### config.mk
export PLATFORM = sky130hd
export DESIGN_NAME = sha256_stream_hasher
export DESIGN_NICKNAME = d
export VERILOG_FILES = /design/src/sv/sha_pkg.sv /design/src/sv/sha_front.sv /design/src/sv/sha_core.sv /design/src/sv/sha256_stream_hasher.sv
export SDC_FILE = /design/constraint.sdc
export NUM_CORES = 2
export LEC_CHECK = 0
export BUFFER_PORTS_ARGS = -buffer_cell sky130_fd_sc_hd__buf_2
export CAP_MARGIN = 0
export CORE_MARGIN = 2
export CORE_UTILIZATION = 46
export DETAILED_ROUTE_END_ITERATION = 10
export HOLD_SLACK_MARGIN = 0.12
export PLACE_DENSITY_LB_ADDON = 0.12
export SLEW_MARGIN = 20
export SYNTH_ARGS = -nofsm -noshare
export SYNTH_HDL_FRONTEND = slang
export SYNTH_SLANG_ARGS = --single-unit
export TNS_END_PERCENT = 50
### constraint.sdc
create_clock -name clk -period 12.5 [get_ports clk]
set_input_delay 0.625 -clock clk [delete_from_list [all_inputs] [get_ports clk]]
set_output_delay 0.625 -clock clk [all_outputs]
set_load 0.05 [all_outputs]
### src/sv/sha_pkg.sv
// ----------------------------------------------------------------------------
// sha_pkg: shared types and constants
// Payload structs, round constants and initial hash values for SHA-256.
// ----------------------------------------------------------------------------
package sha_pkg;

	localparam int COUNT_BITS  = 61;
	localparam int QUEUE_DEPTH = 4;
	localparam int QPTR_BITS   = $clog2(QUEUE_DEPTH);
	localparam int QCNT_BITS   = QPTR_BITS + 1;

	typedef struct packed {
		logic [7:0] msg_byte;
		logic       has_byte;
		logic       end_of_message;
	} in_item_t;

	typedef struct packed {
		logic [31:0] digest_word;
		logic [2:0]  word_index;
		logic        last_word;
	} out_item_t;

	typedef struct packed {
		logic [7:0] data;
		logic       has_byte;
		logic       fin;
	} cmd_t;

	localparam logic [31:0] K_TAB [64] = '{
		32'h428a2f98, 32'h71374491, 32'hb5c0fbcf, 32'he9b5dba5,
		32'h3956c25b, 32'h59f111f1, 32'h923f82a4, 32'hab1c5ed5,
		32'hd807aa98, 32'h12835b01, 32'h243185be, 32'h550c7dc3,
		32'h72be5d74, 32'h80deb1fe, 32'h9bdc06a7, 32'hc19bf174,
		32'he49b69c1, 32'hefbe4786, 32'h0fc19dc6, 32'h240ca1cc,
		32'h2de92c6f, 32'h4a7484aa, 32'h5cb0a9dc, 32'h76f988da,
		32'h983e5152, 32'ha831c66d, 32'hb00327c8, 32'hbf597fc7,
		32'hc6e00bf3, 32'hd5a79147, 32'h06ca6351, 32'h14292967,
		32'h27b70a85, 32'h2e1b2138, 32'h4d2c6dfc, 32'h53380d13,
		32'h650a7354, 32'h766a0abb, 32'h81c2c92e, 32'h92722c85,
		32'ha2bfe8a1, 32'ha81a664b, 32'hc24b8b70, 32'hc76c51a3,
		32'hd192e819, 32'hd6990624, 32'hf40e3585, 32'h106aa070,
		32'h19a4c116, 32'h1e376c08, 32'h2748774c, 32'h34b0bcb5,
		32'h391c0cb3, 32'h4ed8aa4a, 32'h5b9cca4f, 32'h682e6ff3,
		32'h748f82ee, 32'h78a5636f, 32'h84c87814, 32'h8cc70208,
		32'h90befffa, 32'ha4506ceb, 32'hbef9a3f7, 32'hc67178f2
	};

	localparam logic [31:0] H_INIT [8] = '{
		32'h6a09e667, 32'hbb67ae85, 32'h3c6ef372, 32'ha54ff53a,
		32'h510e527f, 32'h9b05688c, 32'h1f83d9ab, 32'h5be0cd19
	};

	localparam logic [7:0] PAD_BYTE = 8'h80;

	function automatic logic [31:0] rotr(input logic [31:0] x, input int n);
		rotr = (x >> n) | (x << (32 - n));
	endfunction

endpackage

### src/sv/sha_front.sv
// ----------------------------------------------------------------------------
// sha_front: input acceptance and command queue
// Drops idle items and queues byte/end commands for the core.
// ----------------------------------------------------------------------------
module sha_front import sha_pkg::*; (
	input  logic     clk,
	input  logic     arst_n,
	input  logic     in_valid,
	output logic     in_stall,
	input  in_item_t in_data,
	output logic     cmd_valid,
	input  logic     cmd_take,
	output cmd_t     cmd_data
);

	cmd_t                 fifo_q [QUEUE_DEPTH];
	logic [QPTR_BITS-1:0] wr_ptr_q;
	logic [QPTR_BITS-1:0] rd_ptr_q;
	logic [QCNT_BITS-1:0] cnt_q;
	logic                 push;
	logic                 pop;

	assign in_stall  = (cnt_q == QCNT_BITS'(QUEUE_DEPTH));
	assign push      = in_valid && !in_stall && (in_data.has_byte || in_data.end_of_message);
	assign cmd_valid = (cnt_q != '0);
	assign pop       = cmd_valid && cmd_take;
	assign cmd_data  = fifo_q[rd_ptr_q];

	always_ff @(posedge clk) begin
		if (push) begin
			fifo_q[wr_ptr_q] <= '{data: in_data.msg_byte, has_byte: in_data.has_byte,
				fin: in_data.end_of_message};
		end
	end

	always_ff @(posedge clk or negedge arst_n) begin
		if (!arst_n) begin
			wr_ptr_q <= '0;
			rd_ptr_q <= '0;
			cnt_q    <= '0;
		end else begin
			if (push) wr_ptr_q <= wr_ptr_q + QPTR_BITS'(1);
			if (pop) rd_ptr_q <= rd_ptr_q + QPTR_BITS'(1);
			cnt_q <= cnt_q + QCNT_BITS'(push) - QCNT_BITS'(pop);
		end
	end

`ifndef SYNTH
	a_no_overflow: assert property (@(posedge clk) disable iff (!arst_n)
		cnt_q == QCNT_BITS'(QUEUE_DEPTH) |-> !push) else $error("queue overflow");
	a_no_underflow: assert property (@(posedge clk) disable iff (!arst_n)
		cnt_q == '0 |-> !pop) else $error("queue underflow");
	a_cnt_range: assert property (@(posedge clk) disable iff (!arst_n)
		cnt_q <= QCNT_BITS'(QUEUE_DEPTH)) else $error("count out of range");
`endif

endmodule

### src/sv/sha_core.sv
// ----------------------------------------------------------------------------
// sha_core: block buffer, padding, compression and digest output
// One round per cycle; message schedule in a 16-word window.
// ----------------------------------------------------------------------------
module sha_core import sha_pkg::*; (
	input  logic      clk,
	input  logic      arst_n,
	input  logic      cmd_valid,
	output logic      cmd_take,
	input  cmd_t      cmd_data,
	output logic      out_valid,
	input  logic      out_stall,
	output out_item_t out_data
);

	typedef enum logic [6:0] {
		ST_IDLE  = 7'b0000001,
		ST_PAD   = 7'b0000010,
		ST_LOAD  = 7'b0000100,
		ST_ROUND = 7'b0001000,
		ST_ADD   = 7'b0010000,
		ST_EMIT  = 7'b0100000,
		ST_NEXT  = 7'b1000000
	} state_t;

	state_t                  state_q;
	logic [31:0]             blk_q [16];
	logic [COUNT_BITS-1:0]   count_q;
	logic [31:0]             h_q [8];
	logic [31:0]             v_q [8];
	logic [31:0]             w_q [16];
	logic [5:0]              round_q;
	logic [3:0]              ld_q;
	logic                    fin_q;
	logic                    final_q;
	logic                    pad_done_q;
	logic [2:0]              emit_q;
	logic [5:0]              pos;
	logic [63:0]             bits;
	logic [31:0]             t1, t2, s0, s1, w_new, ld_word;
	logic [31:0]             pad_word [16];

	assign pos      = count_q[5:0];
	assign bits     = 64'(count_q) << 3;
	assign cmd_take = (state_q == ST_IDLE);
	assign out_valid = (state_q == ST_EMIT);
	assign out_data  = '{digest_word: h_q[emit_q], word_index: emit_q,
		last_word: (emit_q == 3'd7)};

	always_comb begin
		t1 = v_q[7] + (rotr(v_q[4], 6) ^ rotr(v_q[4], 11) ^ rotr(v_q[4], 25))
			+ ((v_q[4] & v_q[5]) ^ (~v_q[4] & v_q[6])) + K_TAB[round_q] + w_q[0];
		t2 = (rotr(v_q[0], 2) ^ rotr(v_q[0], 13) ^ rotr(v_q[0], 22))
			+ ((v_q[0] & v_q[1]) ^ (v_q[0] & v_q[2]) ^ (v_q[1] & v_q[2]));
		s0 = rotr(w_q[1], 7) ^ rotr(w_q[1], 18) ^ (w_q[1] >> 3);
		s1 = rotr(w_q[14], 17) ^ rotr(w_q[14], 19) ^ (w_q[14] >> 10);
		w_new = s1 + w_q[9] + s0 + w_q[0];
		ld_word = blk_q[ld_q];
		for (int k = 0; k < 16; k++) begin
			for (int j = 0; j < 4; j++) begin
				if (pad_done_q) pad_word[k][8*(3-j) +: 8] = 8'd0;
				else if (6'(4*k + j) == pos) pad_word[k][8*(3-j) +: 8] = PAD_BYTE;
				else if (6'(4*k + j) > pos) pad_word[k][8*(3-j) +: 8] = 8'd0;
				else pad_word[k][8*(3-j) +: 8] = blk_q[k][8*(3-j) +: 8];
			end
		end
		if (pad_done_q || pos < 6'd56) begin
			pad_word[14] = bits[63:32];
			pad_word[15] = bits[31:0];
		end
	end

	always_ff @(posedge clk) begin
		if (state_q == ST_IDLE && cmd_valid && cmd_data.has_byte)
			blk_q[pos[5:2]][{~pos[1:0], 3'd0} +: 8] <= cmd_data.data;
		if (state_q == ST_PAD) begin
			for (int k = 0; k < 16; k++) blk_q[k] <= pad_word[k];
		end
		if (state_q == ST_LOAD) begin
			for (int i = 0; i < 15; i++) w_q[i] <= w_q[i+1];
			w_q[15] <= ld_word;
		end
		if (state_q == ST_ROUND) begin
			for (int i = 0; i < 15; i++) w_q[i] <= w_q[i+1];
			w_q[15] <= w_new;
			v_q[7] <= v_q[6]; v_q[6] <= v_q[5]; v_q[5] <= v_q[4];
			v_q[4] <= v_q[3] + t1;
			v_q[3] <= v_q[2]; v_q[2] <= v_q[1]; v_q[1] <= v_q[0];
			v_q[0] <= t1 + t2;
		end
		if (state_q == ST_LOAD && ld_q == 4'd0) begin
			for (int i = 0; i < 8; i++) v_q[i] <= h_q[i];
		end
	end

	always_ff @(posedge clk or negedge arst_n) begin
		if (!arst_n) begin
			state_q    <= ST_IDLE;
			count_q    <= '0;
			for (int i = 0; i < 8; i++) h_q[i] <= H_INIT[i];
			round_q    <= '0;
			ld_q       <= '0;
			fin_q      <= 1'b0;
			final_q    <= 1'b0;
			pad_done_q <= 1'b0;
			emit_q     <= '0;
		end else begin
			unique case (state_q)
				ST_IDLE: begin
					if (cmd_valid) begin
						fin_q      <= cmd_data.fin;
						pad_done_q <= 1'b0;
						final_q    <= 1'b0;
						ld_q       <= '0;
						if (cmd_data.has_byte) begin
							count_q <= count_q + COUNT_BITS'(1);
							if (pos == 6'd63) state_q <= ST_LOAD;
							else if (cmd_data.fin) state_q <= ST_PAD;
						end else if (cmd_data.fin) begin
							state_q <= ST_PAD;
						end
					end
				end
				ST_PAD: begin
					ld_q    <= '0;
					state_q <= ST_LOAD;
					final_q <= pad_done_q || (pos < 6'd56);
					pad_done_q <= 1'b1;
				end
				ST_LOAD: begin
					ld_q <= ld_q + 4'd1;
					if (ld_q == 4'd15) begin
						round_q <= '0;
						state_q <= ST_ROUND;
					end
				end
				ST_ROUND: begin
					round_q <= round_q + 6'd1;
					if (round_q == 6'd63) state_q <= ST_ADD;
				end
				ST_ADD: begin
					for (int i = 0; i < 8; i++) h_q[i] <= h_q[i] + v_q[i];
					emit_q <= '0;
					if (final_q) state_q <= ST_EMIT;
					else if (fin_q) state_q <= ST_PAD;
					else state_q <= ST_IDLE;
				end
				ST_EMIT: begin
					if (!out_stall) begin
						emit_q <= emit_q + 3'd1;
						if (emit_q == 3'd7) state_q <= ST_NEXT;
					end
				end
				ST_NEXT: begin
					for (int i = 0; i < 8; i++) h_q[i] <= H_INIT[i];
					count_q <= '0;
					fin_q   <= 1'b0;
					final_q <= 1'b0;
					state_q <= ST_IDLE;
				end
				default: state_q <= ST_IDLE;
			endcase
		end
	end

`ifndef SYNTH
	a_onehot: assert property (@(posedge clk) disable iff (!arst_n)
		$onehot(state_q)) else $error("state not one-hot");
	a_emit_final: assert property (@(posedge clk) disable iff (!arst_n)
		state_q == ST_EMIT |-> final_q) else $error("digest before final block");
	a_round_end: assert property (@(posedge clk) disable iff (!arst_n)
		state_q == ST_ROUND && round_q == 6'd63 |=> state_q == ST_ADD)
		else $error("round count slip");
`endif

endmodule

### src/sv/sha256_stream_hasher.sv
// ----------------------------------------------------------------------------
// sha256_stream_hasher: streaming SHA-256 top level
// Bytes are taken while idle; a block-closing byte starts load, rounds and hash add.
// End of message: one or two padded blocks, eight digest transfers, one restart.
// Rate is set by the single shared round unit; a 4-entry queue decouples input.
// Reset loads the initial hash values and clears the byte count and queue.
// ----------------------------------------------------------------------------
module sha256_stream_hasher import sha_pkg::*; (
	input  logic      clk,
	input  logic      arst_n,
	input  logic      in_valid,
	output logic      in_stall,
	input  in_item_t  in_data,
	output logic      out_valid,
	input  logic      out_stall,
	output out_item_t out_data
);

	logic cmd_valid;
	logic cmd_take;
	cmd_t cmd_data;

	sha_front u_front (
		.clk(clk), .arst_n(arst_n),
		.in_valid(in_valid), .in_stall(in_stall), .in_data(in_data),
		.cmd_valid(cmd_valid), .cmd_take(cmd_take), .cmd_data(cmd_data)
	);

	sha_core u_core (
		.clk(clk), .arst_n(arst_n),
		.cmd_valid(cmd_valid), .cmd_take(cmd_take), .cmd_data(cmd_data),
		.out_valid(out_valid), .out_stall(out_stall), .out_data(out_data)
	);

endmodule
; Yosys cells after proc, flatten, opt, wreduce, memory -nomap -nowiden
; Memory sizes are Yosys's and may differ from the RTL's.
; Index checks and enable logic that the tools add are counted.
; W data, S select, Z words.
[word_totals]
reg_bits = 347
ramBits = 1320
mem_bits_ro = 2048
inputBits = 14
out_inout_bits = 38
wordCells = 673
memories = 5
[op_classes]
addsub = 27
magnitude_cmp = 67
eq_ne = 145
shift = 2
muxes = 263
bitwise_logic = 54
reduce_logical = 91
[mem_list]
columns = memory, depth, width, rd, rd_clocked_by_memory_dff, write_ports, line_no
row1 = (name not given), 64, 32, 1, 0, 0, sha_core.sv:52  ; + ((v_q[4] & v_q[5]) ^ (~v_q[4] & v_q[6])) + K_TAB[round_q] + w_q[0];
row2 = u_core.blk_q, 16, 32, 1, 0, 16, sha_core.sv:27  ; logic [31:0] blk_q [16];
row3 = u_core.w_q, 16, 32, 16, 0, 16, sha_core.sv:31  ; logic [31:0] w_q [16];
row4 = u_core.v_q, 8, 32, 8, 0, 8, sha_core.sv:30  ; logic [31:0] v_q [8];
row5 = u_front.fifo_q, 4, 10, 1, 0, 1, sha_front.sv:16  ; cmd_t fifo_q [QUEUE_DEPTH];
[ops]
columns = op, n
row1 = $mux W8, 192
row2 = $mux W32, 31
row3 = $add A32 B32 Y32, 18
row4 = $pmux W256 S2, 1
row5 = $xor A32 B32 Y32, 9
row6 = $eq A6 B6 Y1 const A, 32
row7 = $gt A6 B6 Y1 const A, 32
row8 = $ne A3 B3 Y1 const B, 56
row9 = $and A32 B32 Y32, 5
row10 = $reduce_and A2 Y1, 70
row11 = $mux W61, 2
row12 = $pmux W61 S2, 1
row13 = $bmux W32 S3, 1
row14 = $eq A5 B6 Y1 const A, 16
row15 = $gt A5 B6 Y1 const A, 16
row16 = $mux W64, 1
row17 = $mux W7, 9
row18 = $add A61 B1 Y61 const B, 1
row19 = $eq A4 B6 Y1 const A, 8
row20 = $gt A4 B6 Y1 const A, 8
row21 = $pmux W7 S6, 1
row22 = $ne A4 B4 Y1 const B, 8
row23 = $not A32 Y32, 1
row24 = $or A10 B32 Y32, 1
row25 = 65 further kinds, 129

; Longest topological paths before layout
; An unclocked memory read counts as a cell.
[depth]
depth_word = 10
mapped_depth = 40
ltp_nobuf = 39

; Cells and area by module
; Synthesis repeated with hierarchy kept, for this count alone.
[hier_totals]
hier_cells = 9198
hier_area_um2 = 94319.2
[modules_own_cells]
columns = mod, instances, cells_each, area_per_inst_um2, seq_area_each_um2
row1 = sha_core, 1, 9110, 92438.7, 43162.6
row2 = sha_front, 1, 88, 1880.6, 1376.3

; Worst setup path before layout
; OpenSTA, ideal clock, no wires.
[synth_timing]
path_kind = register to register
start = register u_core.state_q[1]
end = register u_core.state_q[1]
setup_time_ns = 0.089
t_arrival_ns = 12.863
required_ns = 12.411
slack_ns = -0.452
stages_incl_launch_ff = 8
n_path_buf = 0
synth_period_minus_slack_ns = 12.952
cell_sequence = dfrtp_1 > nor3_1 > nor3b_1 > nand3b_1 > nand2_1 > nor3_1 > nand3_1 > nor3b_1
[synth_via]
elab_chain_cells = 5
word_cells_on_any_way = 17
cone_classes = eq/ne: 11 / mux: 5 / reduce/logical: 1
[synth_lines]
columns = element, line_no
row1 = "start, declared", sha_core.sv:26  ; state_t state_q;
row2 = "start signal, assigned", sha_core.sv:98  ; state_q <= ST_IDLE;
row3 = "start signal, assigned", sha_core.sv:117  ; if (pos == 6'd63) state_q <= ST_LOAD;
row4 = "start signal, assigned", sha_core.sv:118  ; else if (cmd_data.fin) state_q <= ST_PAD;
row5 = $mux W7 (4 in a row), --
row6 = $pmux W7 S6, sha_core.sv:108  ; unique case (state_q)
; Several ways; a longest one is shown, not always the timed one. The select of a mux whose other input is x is not followed.
; A chain may end at the register's enable or synchronous reset.

==> summary.md <==
| Metric | Value |
|---|---|
| Register-to-Register Setup Slack | about 2 ns |
| RR Endpoint | u_core.v_q[0][30] |
| Worst r2r src | u_core.round_q[0] |
| Max Fclk | 95.7 MHz |
| Clk root buf | clkbuf_16 |
| Final setup fails | 0 |
| # resized after CTS | 0 |
| Fin crit period | between 10 and 15 ns |
| Initial Util | 0.463 |
| CTS Sinks | 1667 |
| Type of the worst min-delay path | input pin to flop |
| Critical path's most frequent cell | inv_1 |
| Largest net degree at the start of global routing | just over 200 |
| Global routing usage on met1 | 0.444 |
| Setup Buffers After CTS | 0 |
| Port Buffers | 51 |
| CP Data Arrival Time | between 10 and 15 ns |
| Cell Rows | 166 |
| Cell count of the worst reg-to-reg path | 40 |
| Global-route wire length before repair | around 470 mm |
| Most frequent cells in the layout | nor2_1 (1316), nand2_1 (1170), a21oi_1 (954) |
| RSZ-0062 raised after global routing | no |
| Critical Path RT | between 10 and 15 ns |
| Max FO, Critical Path | 15 |
| Die height | about 460 um |
| Synth Warn # | 0 |
| CTS Buf Count | between 150 and 200 |
| Clock Skew | around 0.066 ns |
| Nets | 9923 |
| Maxcap violations | 0 |
| CTS tree | done |
| Via density | 5.98 |
| Hold worst-path end | u_front.wr_ptr_q[0] |
| Area growth, synth to finish | 9.62% |
| Syn_area_per_cell | between 10 and 15 um2 |
| Post-synthesis cell type count | 95 |
| CORE AREA | between 200000 and 250000 um2 |
| Wire per inst | approximately 26 um |
| Slowest cell delay on critical path | 0.80 ns |
| Fillers | roughly 18000 |
| Final ANT Viol Nets | 0 |
| Clock transition at path regs | 0.06 ns |
| Syn Std Cell Area | 94700 um2 |
| Top Ports | 52 |
| Flops & latches, synth | between 1500 and 2000 |
| H-tree depth | 4 |
| GR peak layer | met1 |
| Vias in the first global route | 69231 |
| Die width | about 460 um |
| Setup TNS | 0 ns |
| Post-synthesis instance total | between 9000 and 10000 |
| Async SR Flop Fraction | 0.208 |
| Seq. cell area | roughly 45000 um2 |
| Overall Global Routing Usage | 0.297 |
| Clock buffer depth | 3 |
| CTS Hold Bufs | 11 |
| Fin. max-slew vios | 0 |
| Measured slew at the worst slew-check pin | between 1 and 1.5 ns |
| Slew margin rel. | 0.0964 |
| Startpoint Class | flop |
| Slowest CP cell | ha_1 |
| Seq/Total Area, Yosys | 0.471 |
| Worst hold path depth | 4 |
| Final hold vios | 0 |
| Clock latency at the later pin of the worst-skew pair | about 0.87 ns |
| Dpl hpwl | approximately 230 mm |
| Outcome | completed |
| Yosys top cell by area | edfxtp_1 |
| Post-synth net total | about 10000 |
| Hold_sp | in_valid |
| DR DRC count | 0 |
| Fin crit share | 0.836 |
| GPL Wtd Cong | 0.952 |
| Met3 usage | 0.0645 |
| Initial DRC count | approximately 8500 |
| First-pass DRT Iterations | 6 |
| Final WS setup | a little over 2 ns |
| Full die area | 209000 um2 |
| CP Class | flop to flop |
| WL final | ~310 mm |
| Top FF cell, synth | edfxtp_1 |
| Critical Path Sink Type | flop |
| Vias | 72756 |
| Synth top area share | 0.293 |
| Commonest non-fill, non-tap cell in the layout | nor2_1 |
| Number of flops mapped to enable cells by yosys | slightly above 900 |
| Share of cells above drive strength 1 | 0.0996 |
| Dpl ws | between 2 and 2.5 ns |
| M2 GR Usage | 0.430 |
| Multi-input gate area | ~47000 um2 |
| Synth top area cells | edfxtp_1 (29%), dfxtp_1 (8.4%), mux4_2 (5.7%), dfrtp_1 (5.6%), ha_1 (5.4%) |
| Initial antenna violation count | 13 |
| Global route total overflow | 0 |
[flip-flops by register name, summed over array words and instances (netlist names)]
signal,count
u_front.wr_ptr_q,2
u_core.emit_q,3
u_front.rd_ptr_q,2
u_core.count_q,61
u_core.pad_done_q,1
u_core.ld_q,4
u_front.fifo_q,40
u_core.round_q,6
u_core.v_q,256
u_core.fin_q,1
u_front.cnt_q,3
u_core.h_q,256
u_core.state_q,7
u_core.blk_q,512
u_core.w_q,512
u_core.final_q,1
[cell usage after synthesis (all sizes together), types with 14 or more instances]
library cell / number
nor2: 1322
nand2: 1174
a21oi: 957
edfxtp: 925
o21ai: 581
inv: 432
clkbuf: 412
ha: 405
dfxtp: 395
xnor2: 366
xor2: 242
mux4: 239
dfrtp: 210
fa: 196
nand3: 150
a21o: 148
dfstp: 137
nand2b: 123
nor3: 85
nor2b: 62
a211oi: 61
mux2: 59
buf: 56
o21a: 49
o21bai: 47
o31ai: 45
and3: 43
a31oi: 42
or3: 41
o211ai: 27
and2: 26
o22ai: 25
maj3: 22
a21boi: 17
mux2i: 17
nor3b: 17
nand4: 16
o311ai: 16
or2: 16
a221oi: 15
a22o: 15
nand3b: 14
[critical path, delay by kind of cell, from the launching register on]
family | cells | cell delay (ns)
adder cells (fa/ha/maj) | 7 | 3.61
flip-flops | 1 | 0.37
AO/OA/AOI/OAI | 14 | 3.38
AND/OR/NAND/NOR | 10 | 1.49
buffers and inverters | 7 | 0.81
XOR/XNOR | 2 | 0.49
[per-stage QoR]
step / cell area, um2 / utilization / instances / hold WS (ns)
2_1_floorplan: 94700 / - / 9430 / 0.329
3_3_place_gp: 97400 / 0.476 / 11795 / 0.400
3_5_place_dp: 97400 / 0.476 / 11795 / 0.405
4_1_cts: 104000 / 0.507 / 12157 / 0.209
5_1_grt: 104000 / 0.507 / 12158 / 0.290
6_report: 104000 / 0.507 / 12160 / 0.259
[routing by layer]
metal	routed length (um)	vias to the layer above	share of wire
met5	111	-	0.00035
met4	9360	16	0.030
met3	28000	507	0.089
met2	134000	3006	0.43
met1	143000	36315	0.45
li1	-	32912	-
[how the worst max path moves through the flow]
stage | slack [ns] | end | depth (start not counted) | startpoint
2_1_floorplan | 3.91 | u_core.v_q[0][0] | 10 | u_core.ld_q[0]
3_3_place_gp | 2.31 | u_core.v_q[0][28] | 40 | u_core.round_q[0]
3_5_place_dp | 2.33 | u_core.v_q[0][30] | 36 | u_core.round_q[0]
4_1_cts | 2.26 | u_core.v_q[0][30] | 40 | u_core.round_q[0]
5_1_grt | 1.45 | u_core.v_q[0][28] | 40 | u_core.round_q[0]
6_report | 2.06 | u_core.v_q[0][30] | 40 | u_core.round_q[0]
[cell type report]
type	instances	share of cell area
Antenna cell	2	0.0000482
Clock buffer	257	0.0506
Clock inverter	94	0.00950
Inverter	434	0.0157
Multi-Input combinational cell	6861	0.451
Sequential cell	1667	0.429
Tap cell	2688	0.0324
Timing Repair Buffer	157	0.0110
[cell families (layout without fill, tap and decap cells)]
group,after synthesis,after routing,share of synthesized area
other,0,2,0
muxes,315,315,0.0657
and+or+nand+nor,3129,3129,0.139
buffers and inverters,902,942,0.0359
adders and majority gates,623,623,0.0973
xor gates and xnor gates,608,608,0.0563
DFF,1667,1667,0.471
AOI/OAI and AO/OA,2186,2186,0.135
Power is not shown: default switching activity piles up to over one toggle a cycle in this logic, so the estimate is an artifact.
